### config.mk
export PLATFORM = sky130hd
export DESIGN_NAME = aes_counter_prf_generator
export DESIGN_NICKNAME = d
export VERILOG_FILES = /design/src/rtl/acpg_pkg.sv /design/src/rtl/acpg_core.sv /design/src/rtl/aes_counter_prf_generator.sv
export SDC_FILE = /design/constraint.sdc
export NUM_CORES = 2
export LEC_CHECK = 0
export BUFFER_PORTS_ARGS = -buffer_cell sky130_fd_sc_hd__buf_2
export CELL_PAD_IN_SITES_DETAIL_PLACEMENT = 2
export CELL_PAD_IN_SITES_GLOBAL_PLACEMENT = 2
export CORE_ASPECT_RATIO = 0.9
export CORE_MARGIN = 1.5
export CORE_UTILIZATION = 40
export CTS_BUF_LIST = sky130_fd_sc_hd__clkbuf_2
export CTS_CLUSTER_DIAMETER = 40
export DETAILED_ROUTE_END_ITERATION = 16
export PLACE_DENSITY_LB_ADDON = 0.2
export SETUP_SLACK_MARGIN = 0.02
export SYNTH_ARGS = -nofsm -noshare
export SYNTH_HDL_FRONTEND = slang
export SYNTH_SLANG_ARGS = --single-unit
### constraint.sdc
create_clock -name clock -period 10.6 [get_ports clock]
set_input_delay 2.65 -clock clock [delete_from_list [all_inputs] [get_ports clock]]
set_output_delay 2.65 -clock clock [all_outputs]
set_load 0.05 [all_outputs]
### src/rtl/acpg_pkg.sv
// Package: shared types, constants and AES helper functions for the counter PRF.
package acpg_pkg;

   localparam int MaxBlocksDefault = 16;
   localparam int LenWidth         = 12;
   localparam int BlockShift       = 7;

   typedef struct packed {
      logic [63:0] counter_value;
      logic [11:0] length_bits;
   } req_type;

   typedef struct packed {
      logic [63:0] data_low;
      logic [63:0] data_high;
      logic        last_block;
   } rsp_type;

   typedef enum logic [0:0] {
      CSR_KEY_LOW  = 1'b0,
      CSR_KEY_HIGH = 1'b1
   } csr_index_type;

   typedef enum logic [2:0] {
      ST_IDLE,
      ST_SEED,
      ST_BLOCK,
      ST_WAIT,
      ST_SEND,
      ST_HOLD
   } ctrl_state_type;

   typedef enum logic [1:0] {
      PH_LOAD,
      PH_ROUND,
      PH_DONE
   } core_phase_type;

   // control bundle from the controller to the cipher core
   typedef struct packed {
      logic         start;
      logic [127:0] block;
   } core_cmd_type;

   typedef struct packed {
      logic         done;
      logic [127:0] block;
   } core_sts_type;

   function automatic logic [7:0] sbox(input logic [7:0] a);
      logic [7:0] t [256];
      t = '{
  8'h63,8'h7c,8'h77,8'h7b,8'hf2,8'h6b,8'h6f,8'hc5,8'h30,8'h01,8'h67,8'h2b,8'hfe,8'hd7,8'hab,8'h76,
  8'hca,8'h82,8'hc9,8'h7d,8'hfa,8'h59,8'h47,8'hf0,8'had,8'hd4,8'ha2,8'haf,8'h9c,8'ha4,8'h72,8'hc0,
  8'hb7,8'hfd,8'h93,8'h26,8'h36,8'h3f,8'hf7,8'hcc,8'h34,8'ha5,8'he5,8'hf1,8'h71,8'hd8,8'h31,8'h15,
  8'h04,8'hc7,8'h23,8'hc3,8'h18,8'h96,8'h05,8'h9a,8'h07,8'h12,8'h80,8'he2,8'heb,8'h27,8'hb2,8'h75,
  8'h09,8'h83,8'h2c,8'h1a,8'h1b,8'h6e,8'h5a,8'ha0,8'h52,8'h3b,8'hd6,8'hb3,8'h29,8'he3,8'h2f,8'h84,
  8'h53,8'hd1,8'h00,8'hed,8'h20,8'hfc,8'hb1,8'h5b,8'h6a,8'hcb,8'hbe,8'h39,8'h4a,8'h4c,8'h58,8'hcf,
  8'hd0,8'hef,8'haa,8'hfb,8'h43,8'h4d,8'h33,8'h85,8'h45,8'hf9,8'h02,8'h7f,8'h50,8'h3c,8'h9f,8'ha8,
  8'h51,8'ha3,8'h40,8'h8f,8'h92,8'h9d,8'h38,8'hf5,8'hbc,8'hb6,8'hda,8'h21,8'h10,8'hff,8'hf3,8'hd2,
  8'hcd,8'h0c,8'h13,8'hec,8'h5f,8'h97,8'h44,8'h17,8'hc4,8'ha7,8'h7e,8'h3d,8'h64,8'h5d,8'h19,8'h73,
  8'h60,8'h81,8'h4f,8'hdc,8'h22,8'h2a,8'h90,8'h88,8'h46,8'hee,8'hb8,8'h14,8'hde,8'h5e,8'h0b,8'hdb,
  8'he0,8'h32,8'h3a,8'h0a,8'h49,8'h06,8'h24,8'h5c,8'hc2,8'hd3,8'hac,8'h62,8'h91,8'h95,8'he4,8'h79,
  8'he7,8'hc8,8'h37,8'h6d,8'h8d,8'hd5,8'h4e,8'ha9,8'h6c,8'h56,8'hf4,8'hea,8'h65,8'h7a,8'hae,8'h08,
  8'hba,8'h78,8'h25,8'h2e,8'h1c,8'ha6,8'hb4,8'hc6,8'he8,8'hdd,8'h74,8'h1f,8'h4b,8'hbd,8'h8b,8'h8a,
  8'h70,8'h3e,8'hb5,8'h66,8'h48,8'h03,8'hf6,8'h0e,8'h61,8'h35,8'h57,8'hb9,8'h86,8'hc1,8'h1d,8'h9e,
  8'he1,8'hf8,8'h98,8'h11,8'h69,8'hd9,8'h8e,8'h94,8'h9b,8'h1e,8'h87,8'he9,8'hce,8'h55,8'h28,8'hdf,
  8'h8c,8'ha1,8'h89,8'h0d,8'hbf,8'he6,8'h42,8'h68,8'h41,8'h99,8'h2d,8'h0f,8'hb0,8'h54,8'hbb,8'h16};
      return t[a];
   endfunction

   function automatic logic [7:0] xtime(input logic [7:0] a);
      return {a[6:0], 1'b0} ^ (a[7] ? 8'h1b : 8'h00);
   endfunction

endpackage

### src/rtl/acpg_core.sv
// Cipher core: AES-128 encryption, one byte of SubBytes per cycle, round key on the fly.
module acpg_core
   import acpg_pkg::*;
(
   input  logic         clock,
   input  logic         reset,
   input  logic [127:0] key,
   input  core_cmd_type cmd,
   output core_sts_type sts
);

   core_phase_type phase_ff, phase_in;
   logic [127:0]   state_ff, state_in;
   logic [127:0]   rkey_ff, rkey_in;
   logic [7:0]     rcon_ff, rcon_in;
   logic [3:0]     round_ff, round_in;
   logic [4:0]     step_ff, step_in;
   logic [127:0]   sub;
   logic [127:0]   mixed;
   logic [127:0]   nkey;
   logic [31:0]    tw;

   // next round key, one word of S-box per round
   always_comb begin
      tw   = {sbox(rkey_ff[103:96]), sbox(rkey_ff[127:120]),
              sbox(rkey_ff[119:112]), sbox(rkey_ff[111:104])};
      tw[7:0] = tw[7:0] ^ rcon_ff;
      nkey[31:0]   = rkey_ff[31:0] ^ tw;
      nkey[63:32]  = rkey_ff[63:32] ^ nkey[31:0];
      nkey[95:64]  = rkey_ff[95:64] ^ nkey[63:32];
      nkey[127:96] = rkey_ff[127:96] ^ nkey[95:64];
   end

   // shift rows and mix columns over the substituted state
   always_comb begin
      logic [7:0] a0, a1, a2, a3, al;
      for (int r = 0; r < 4; r++) begin
         for (int c = 0; c < 4; c++) begin
            sub[8*(r+4*c) +: 8] = state_ff[8*(r+4*((c+r)%4)) +: 8];
         end
      end
      for (int c = 0; c < 4; c++) begin
         a0 = sub[32*c +: 8];
         a1 = sub[32*c+8 +: 8];
         a2 = sub[32*c+16 +: 8];
         a3 = sub[32*c+24 +: 8];
         al = a0 ^ a1 ^ a2 ^ a3;
         mixed[32*c +: 8]    = a0 ^ al ^ xtime(a0 ^ a1);
         mixed[32*c+8 +: 8]  = a1 ^ al ^ xtime(a1 ^ a2);
         mixed[32*c+16 +: 8] = a2 ^ al ^ xtime(a2 ^ a3);
         mixed[32*c+24 +: 8] = a3 ^ al ^ xtime(a3 ^ a0);
      end
   end

   // sequence: load, then per round 16 byte substitutions through a rotating shift and one combine step, then done
   always_comb begin
      phase_in = phase_ff;
      state_in = state_ff;
      rkey_in  = rkey_ff;
      rcon_in  = rcon_ff;
      round_in = round_ff;
      step_in  = step_ff;
      sts.done  = 1'b0;
      sts.block = state_ff;
      unique case (phase_ff)
         PH_LOAD: begin
            if (cmd.start) begin
               state_in = cmd.block ^ key;
               rkey_in  = key;
               rcon_in  = 8'h01;
               round_in = 4'd1;
               step_in  = '0;
               phase_in = PH_ROUND;
            end
         end
         PH_ROUND: begin
            if (step_ff != 5'd16) begin
               // substitute byte 0 and rotate the state by one byte
               state_in = {sbox(state_ff[7:0]), state_ff[127:8]};
               step_in  = step_ff + 5'd1;
            end else begin
               state_in = ((round_ff == 4'd10) ? sub : mixed) ^ nkey;
               rkey_in  = nkey;
               rcon_in  = xtime(rcon_ff);
               step_in  = '0;
               round_in = round_ff + 4'd1;
               if (round_ff == 4'd10) begin
                  phase_in = PH_DONE;
               end
            end
         end
         PH_DONE: begin
            sts.done = 1'b1;
            phase_in = PH_LOAD;
         end
         default: phase_in = PH_LOAD;
      endcase
   end

   always_ff @(posedge clock) begin
      if (reset) begin
         phase_ff <= PH_LOAD;
      end else begin
         phase_ff <= phase_in;
      end
      state_ff <= state_in;
      rkey_ff  <= rkey_in;
      rcon_ff  <= rcon_in;
      round_ff <= round_in;
      step_ff  <= step_in;
   end

endmodule

### src/rtl/aes_counter_prf_generator.sv
// Top level: AES-128 counter PRF, request control, key registers and output register.
// Each AES encryption runs load, 10 rounds of 16 byte-serial S-box steps plus one combine
// step, then done, as set by the single byte-wide substitution path in the core.
// A request of n blocks runs a seed and n block encryptions before the next one is taken,
// longer while a result still waits as a block finishes; a zero-length request is dropped.
// Synchronous active-high reset clears the key to zero and returns control to idle.
module aes_counter_prf_generator
   import acpg_pkg::*;
#(
   parameter int MAX_BLOCKS = MaxBlocksDefault
)(
   input  logic        clock,
   input  logic        reset,
   input  logic        req_valid,
   output logic        req_ready,
   input  req_type     req_data,
   output logic        rsp_valid,
   input  logic        rsp_ready,
   output rsp_type     rsp_data,
   input  logic        csr_write,
   input  logic        csr_index,
   input  logic [63:0] csr_data
);

   localparam int CntWidth = $clog2(MAX_BLOCKS + 1);

   ctrl_state_type state_ff, state_in;
   logic [63:0]    key_low_ff, key_high_ff;
   logic [127:0]   work_ff, work_in;
   logic [CntWidth-1:0] nblk_ff, nblk_in;
   logic [CntWidth-1:0] idx_ff, idx_in;
   rsp_type        rsp_ff, rsp_in;
   logic           rsp_valid_ff, rsp_valid_in;
   core_cmd_type   cmd;
   core_sts_type   sts;
   logic [LenWidth-BlockShift:0] raw_blocks;
   logic [7:0]     idx_byte;

   acpg_core u_core (
      .clock (clock),
      .reset (reset),
      .key   ({key_high_ff, key_low_ff}),
      .cmd   (cmd),
      .sts   (sts)
   );

   // write key registers
   always_ff @(posedge clock) begin
      if (reset) begin
         key_low_ff  <= '0;
         key_high_ff <= '0;
      end else if (csr_write) begin
         unique case (csr_index_type'(csr_index))
            CSR_KEY_LOW:  key_low_ff  <= csr_data;
            CSR_KEY_HIGH: key_high_ff <= csr_data;
            default: ;
         endcase
      end
   end

   assign raw_blocks = (LenWidth-BlockShift+1)'(
                          ({1'b0, req_data.length_bits} + (LenWidth+1)'(127)) >> BlockShift);
   assign idx_byte   = 8'(idx_ff);
   assign req_ready  = (state_ff == ST_IDLE);
   assign rsp_valid  = rsp_valid_ff;
   assign rsp_data   = rsp_ff;

   // request control
   always_comb begin
      state_in     = state_ff;
      work_in      = work_ff;
      nblk_in      = nblk_ff;
      idx_in       = idx_ff;
      rsp_in       = rsp_ff;
      rsp_valid_in = rsp_valid_ff;
      cmd.start    = 1'b0;
      cmd.block    = work_ff;
      if (rsp_valid_ff && rsp_ready) begin
         rsp_valid_in = 1'b0;
      end
      unique case (state_ff)
         ST_IDLE: begin
            if (req_valid) begin
               work_in = {64'd0, req_data.counter_value};
               idx_in  = '0;
               if (8'(raw_blocks) > 8'(MAX_BLOCKS)) begin
                  nblk_in = CntWidth'(MAX_BLOCKS);
               end else begin
                  nblk_in = CntWidth'(raw_blocks);
               end
               if (raw_blocks != '0) begin
                  state_in = ST_SEED;
               end
            end
         end
         ST_SEED: begin
            cmd.start = 1'b1;
            state_in  = ST_WAIT;
         end
         ST_WAIT: begin
            if (sts.done) begin
               state_in = ST_BLOCK;
            end
         end
         ST_BLOCK: begin
            cmd.start = 1'b1;
            state_in  = ST_SEND;
         end
         ST_SEND, ST_HOLD: begin
            // hold a finished block in the core while the output register is occupied
            if (sts.done || state_ff == ST_HOLD) begin
               if (rsp_valid_in) begin
                  state_in = ST_HOLD;
               end else begin
                  rsp_in.data_low   = sts.block[63:0];
                  rsp_in.data_high  = sts.block[127:64];
                  rsp_in.last_block = (idx_ff + CntWidth'(1) == nblk_ff);
                  rsp_valid_in      = 1'b1;
                  idx_in            = idx_ff + CntWidth'(1);
                  if (idx_ff + CntWidth'(1) == nblk_ff) begin
                     state_in = ST_IDLE;
                  end else begin
                     state_in = ST_BLOCK;
                     work_in  = {work_ff[127:8], work_ff[7:0] ^ 8'(idx_ff + CntWidth'(1))};
                  end
               end
            end
         end
         default: state_in = ST_IDLE;
      endcase
      // seed result lands here and takes the first cumulative XOR by zero
      if (state_ff == ST_WAIT && sts.done) begin
         work_in = {sts.block[127:8], sts.block[7:0] ^ idx_byte};
      end
   end

   always_ff @(posedge clock) begin
      if (reset) begin
         state_ff     <= ST_IDLE;
         rsp_valid_ff <= 1'b0;
      end else begin
         state_ff     <= state_in;
         rsp_valid_ff <= rsp_valid_in;
      end
      work_ff <= work_in;
      nblk_ff <= nblk_in;
      idx_ff  <= idx_in;
      rsp_ff  <= rsp_in;
   end

endmodule
==> reports/results.tsv <==
stage	metric	value	unit
run_status	outcome	completed	
pwr	vdd_ir_drop_max	155.9	uV
clock_tree	clock_path_buffers	3	
sta	holdWs	0.4990	ns
synthesis	yosys_most_used_dff	edfxtp_1	
synthesis	yosys.area.top_type	edfxtp_1	
clock_tree	cts.sinks	674	
synthesis	yosys_warnings	0	
clock_tree	cts_root_buf	clkbuf_2	
place	hpwlAfterDp	199.9	mm
synthesis	synth_top_cell_area_share	0.2998	
synthesis	synth_common_cells	nand2_1, xnor2_1, edfxtp_1	
synthesis	ys_types	110	
synthesis	ys_top_cells_by_area	edfxtp_1, xnor2_1, nand2_1	
finish	drive_above_1_share	0.1408	
finish	fin_util	0.4328	
finish	final-seq-area	0.01890	mm2
synthesis	synth-edff-count	540	
global_route	grt_overflow	0	
detailed_routing	drt_iter0_drc	7210	
synthesis	seq_area_frac_synth	0.3494	
detailed_routing	via_per_inst	6.658	
floorplanning	io_pins	277	
sta	finalHoldViolations	0	
synthesis	syn_inst	6296	
clock_tree	clk_pin_slew_worst_paths	0.12	ns
sta	fin_skew	0.1345	ns
pwr	leakagePower	20.39	nW
finish	multiInputGateArea	0.03219	mm2
sta	rsz0062_at_grt	false	
global_route	grtUsageTotal	0.4041	
global_route	grt_max_degree	169	
sta	slew_viol_final	0	
clock_tree	post_cts_resized	0	
worst_setup_path	critPathArrivalTime	7.45	ns
pwr	power_density	374.9	mW/mm2
detailed_routing	dr.pass1.iters	6	
sta	min_period_over_period	0.5611	
place	gp_congestion	0.9918	
finish	fill_cells	14940	
flow_run	maxCapViolCount	0	
synthesis	syn_area	0.05408	mm2
finish	layout.nets	6457	
sta	finalSetupViolations	0	
sta	period_minus_slack	5.948	ns
floorplanning	start_util	0.4047	
global_route	grt_pass1_wl	406.9	mm
synthesis	syn_nets	6522	
worst_setup_path	path_class	reg2reg	
hold_path	hp-class	reg2reg	
global_route	grt_pass1_vias	55210	
sta	maxSlewHeadroom	0.1155	
worst_setup_path	cp_max_fo	27	
worst_setup_path	cp-end-kind	register	
synthesis	synth-seq-cells	674	
finish	area.growth.synth_to_final	6.938	%
floorplanning	core-area	0.1336	mm2
synthesis	synth.most_common_cell	nand2_1	
clock_tree	htreeDepth	4	
sta	finalSetupTns	0	ns
floorplanning	die_h	351.8	um
clock_tree	cts_setup_buffers	0	
detailed_routing	drc	0	
detailed_routing	post_drt_wl_per_cell	34.90	um
clock_tree	cts_hold_buf	0	
worst_setup_path	start_kind	register	
synthesis	async_flop_share	0	
detailed_routing	vias	54590	
floorplanning	std_cell_rows	127	
synthesis	postSynthAreaPerCell	8.590	um2
global_route	antenna_found_initial	17	
detailed_routing	ant_nets	0	
detailed_routing	wl	286.1	mm
floorplanning	die_width	390.6	um
sta	timing.fmax	168.1	MHz
clock_tree	cts-buffers-inserted	179	
floorplanning	die_area	0.1374	mm2
sta	worst_slew_pin_slew	1.317	ns
clock_tree	cts_tree	built	
worst_setup_path	worstPathRequired	12.10	ns
clock_tree	insertion_delay	1.64	ns
place	portBuffers	276	
[cell families (layout without fill, tap and decap cells)]
group / Yosys count / count (layout) / synth area share
AND/OR/NAND/NOR: 2112 / 2112 / 0.1805
buffers and inverters: 717 / 805 / 0.05775
flip-flops: 674 / 674 / 0.3494
XOR/XNOR: 911 / 911 / 0.1584
AO/OA/AOI/OAI: 1683 / 1683 / 0.2007
adder cells (fa/ha/maj): 80 / 80 / 0.01851
multiplexers: 119 / 119 / 0.03463
other: 0 / 9 / 0
[through the flow]
stage          std cells  worst slack (ns)  total power [mW]  area (um2)
6_report            8199             4.652             21.68       57830
5_1_grt             8193             4.436             22.40       57820
4_1_cts             8190             4.746             21.18       57810
3_5_place_dp        7856             4.725             18.88       56020
3_3_place_gp        7856             4.809             18.44       56020
2_1_floorplan       6296             2.436             14.00       54080
[flip-flops by register name (all words and copies together) (netlist names)]
signal,flops
idx_ff,5
u_core.step_ff,5
u_core.round_ff,4
work_ff,128
state_ff,3
key_high_ff,64
u_core.rkey_ff,128
nblk_ff,5
u_core.state_ff,128
rsp_valid,1
u_core.phase_ff,2
rsp_data,129
key_low_ff,64
u_core.rcon_ff,8
[cell usage in the layout (no fill, tap or decap), drive strengths merged, types with 25 or more instances in the layout]
| cell | count |
|---|---|
| or2 | 25 |
| dfxtp | 134 |
| o21ai | 410 |
| edfxtp | 540 |
| buf | 416 |
| o311ai | 65 |
| clkbuf | 280 |
| a221oi | 64 |
| nand2 | 909 |
| or3 | 30 |
| a211oi | 83 |
| and2 | 111 |
| o22ai | 37 |
| ha | 80 |
| mux4 | 53 |
| nor3 | 146 |
| o31ai | 52 |
| nand3 | 189 |
| xnor2 | 720 |
| nor2 | 375 |
| xor2 | 168 |
| mux2i | 51 |
| clkinv | 46 |
| a22oi | 31 |
| nor2b | 95 |
| a21oi | 497 |
| inv | 56 |
| o211ai | 65 |
| nand2b | 98 |
| a311oi | 46 |
| a211o | 25 |
| a31oi | 73 |
[power by group]
part           internal (mW)  switching, mW  leakage, nW
Clock                  0.836           1.31         1.35
Combinational           5.34           9.75         12.8
Sequential              3.51          0.930         6.25
[per-layer routing]
| metal | wire length, um | share of wire | track usage | up-vias |
|---|---|---|---|---|
| li1 | - | - | - | 22490 |
| met1 | 118400 | 0.41 | 0.5565 | 28040 |
| met2 | 124100 | 0.43 | 0.6103 | 3419 |
| met3 | 30450 | 0.11 | 0.08492 | 628 |
| met4 | 13080 | 0.046 | 0.1755 | 14 |
| met5 | 91 | 0.00032 | 0 | - |
[area by class of cell]
class | instances | area share
inverter | 55 | 0.003656
timing repair buffer | 416 | 0.04253
clock buffer | 280 | 0.02423
clock inverter | 54 | 0.006685
multi-input combinational | 4905 | 0.5567
tap | 1806 | 0.03907
sequential | 674 | 0.3268
antenna | 9 | 0.0003894
[worst max-delay path, stage by stage (launching register included)]
cell	delay [ns]
edfxtp_1	0.34
buf_4	0.35
inv_1	0.26
ha_1	0.61
nor2_1	0.97
nor2_1	0.10
mux4_2	0.51
mux4_2	0.51
nor2_1	0.13
a31oi_1	0.18
xnor2_4	0.52
xor2_4	0.20
a2111oi_0	1.01
o21a_1	0.20
[worst paths after layout]
| check | start | to | slack (ns) | cells past startpoint |
|---|---|---|---|---|
| max | u_core.rkey_ff[96] | u_core.state_ff[122] | 4.65 | 13 |
| min | key_low_ff[12] | key_low_ff[12] | 0.50 | 2 |
| max reg2reg | u_core.rkey_ff[96] | u_core.state_ff[122] | 4.65 | 13 |
| min reg2reg | key_low_ff[12] | key_low_ff[12] | 0.50 | 2 |
Note: power is estimated with default switching activity, not from simulation.
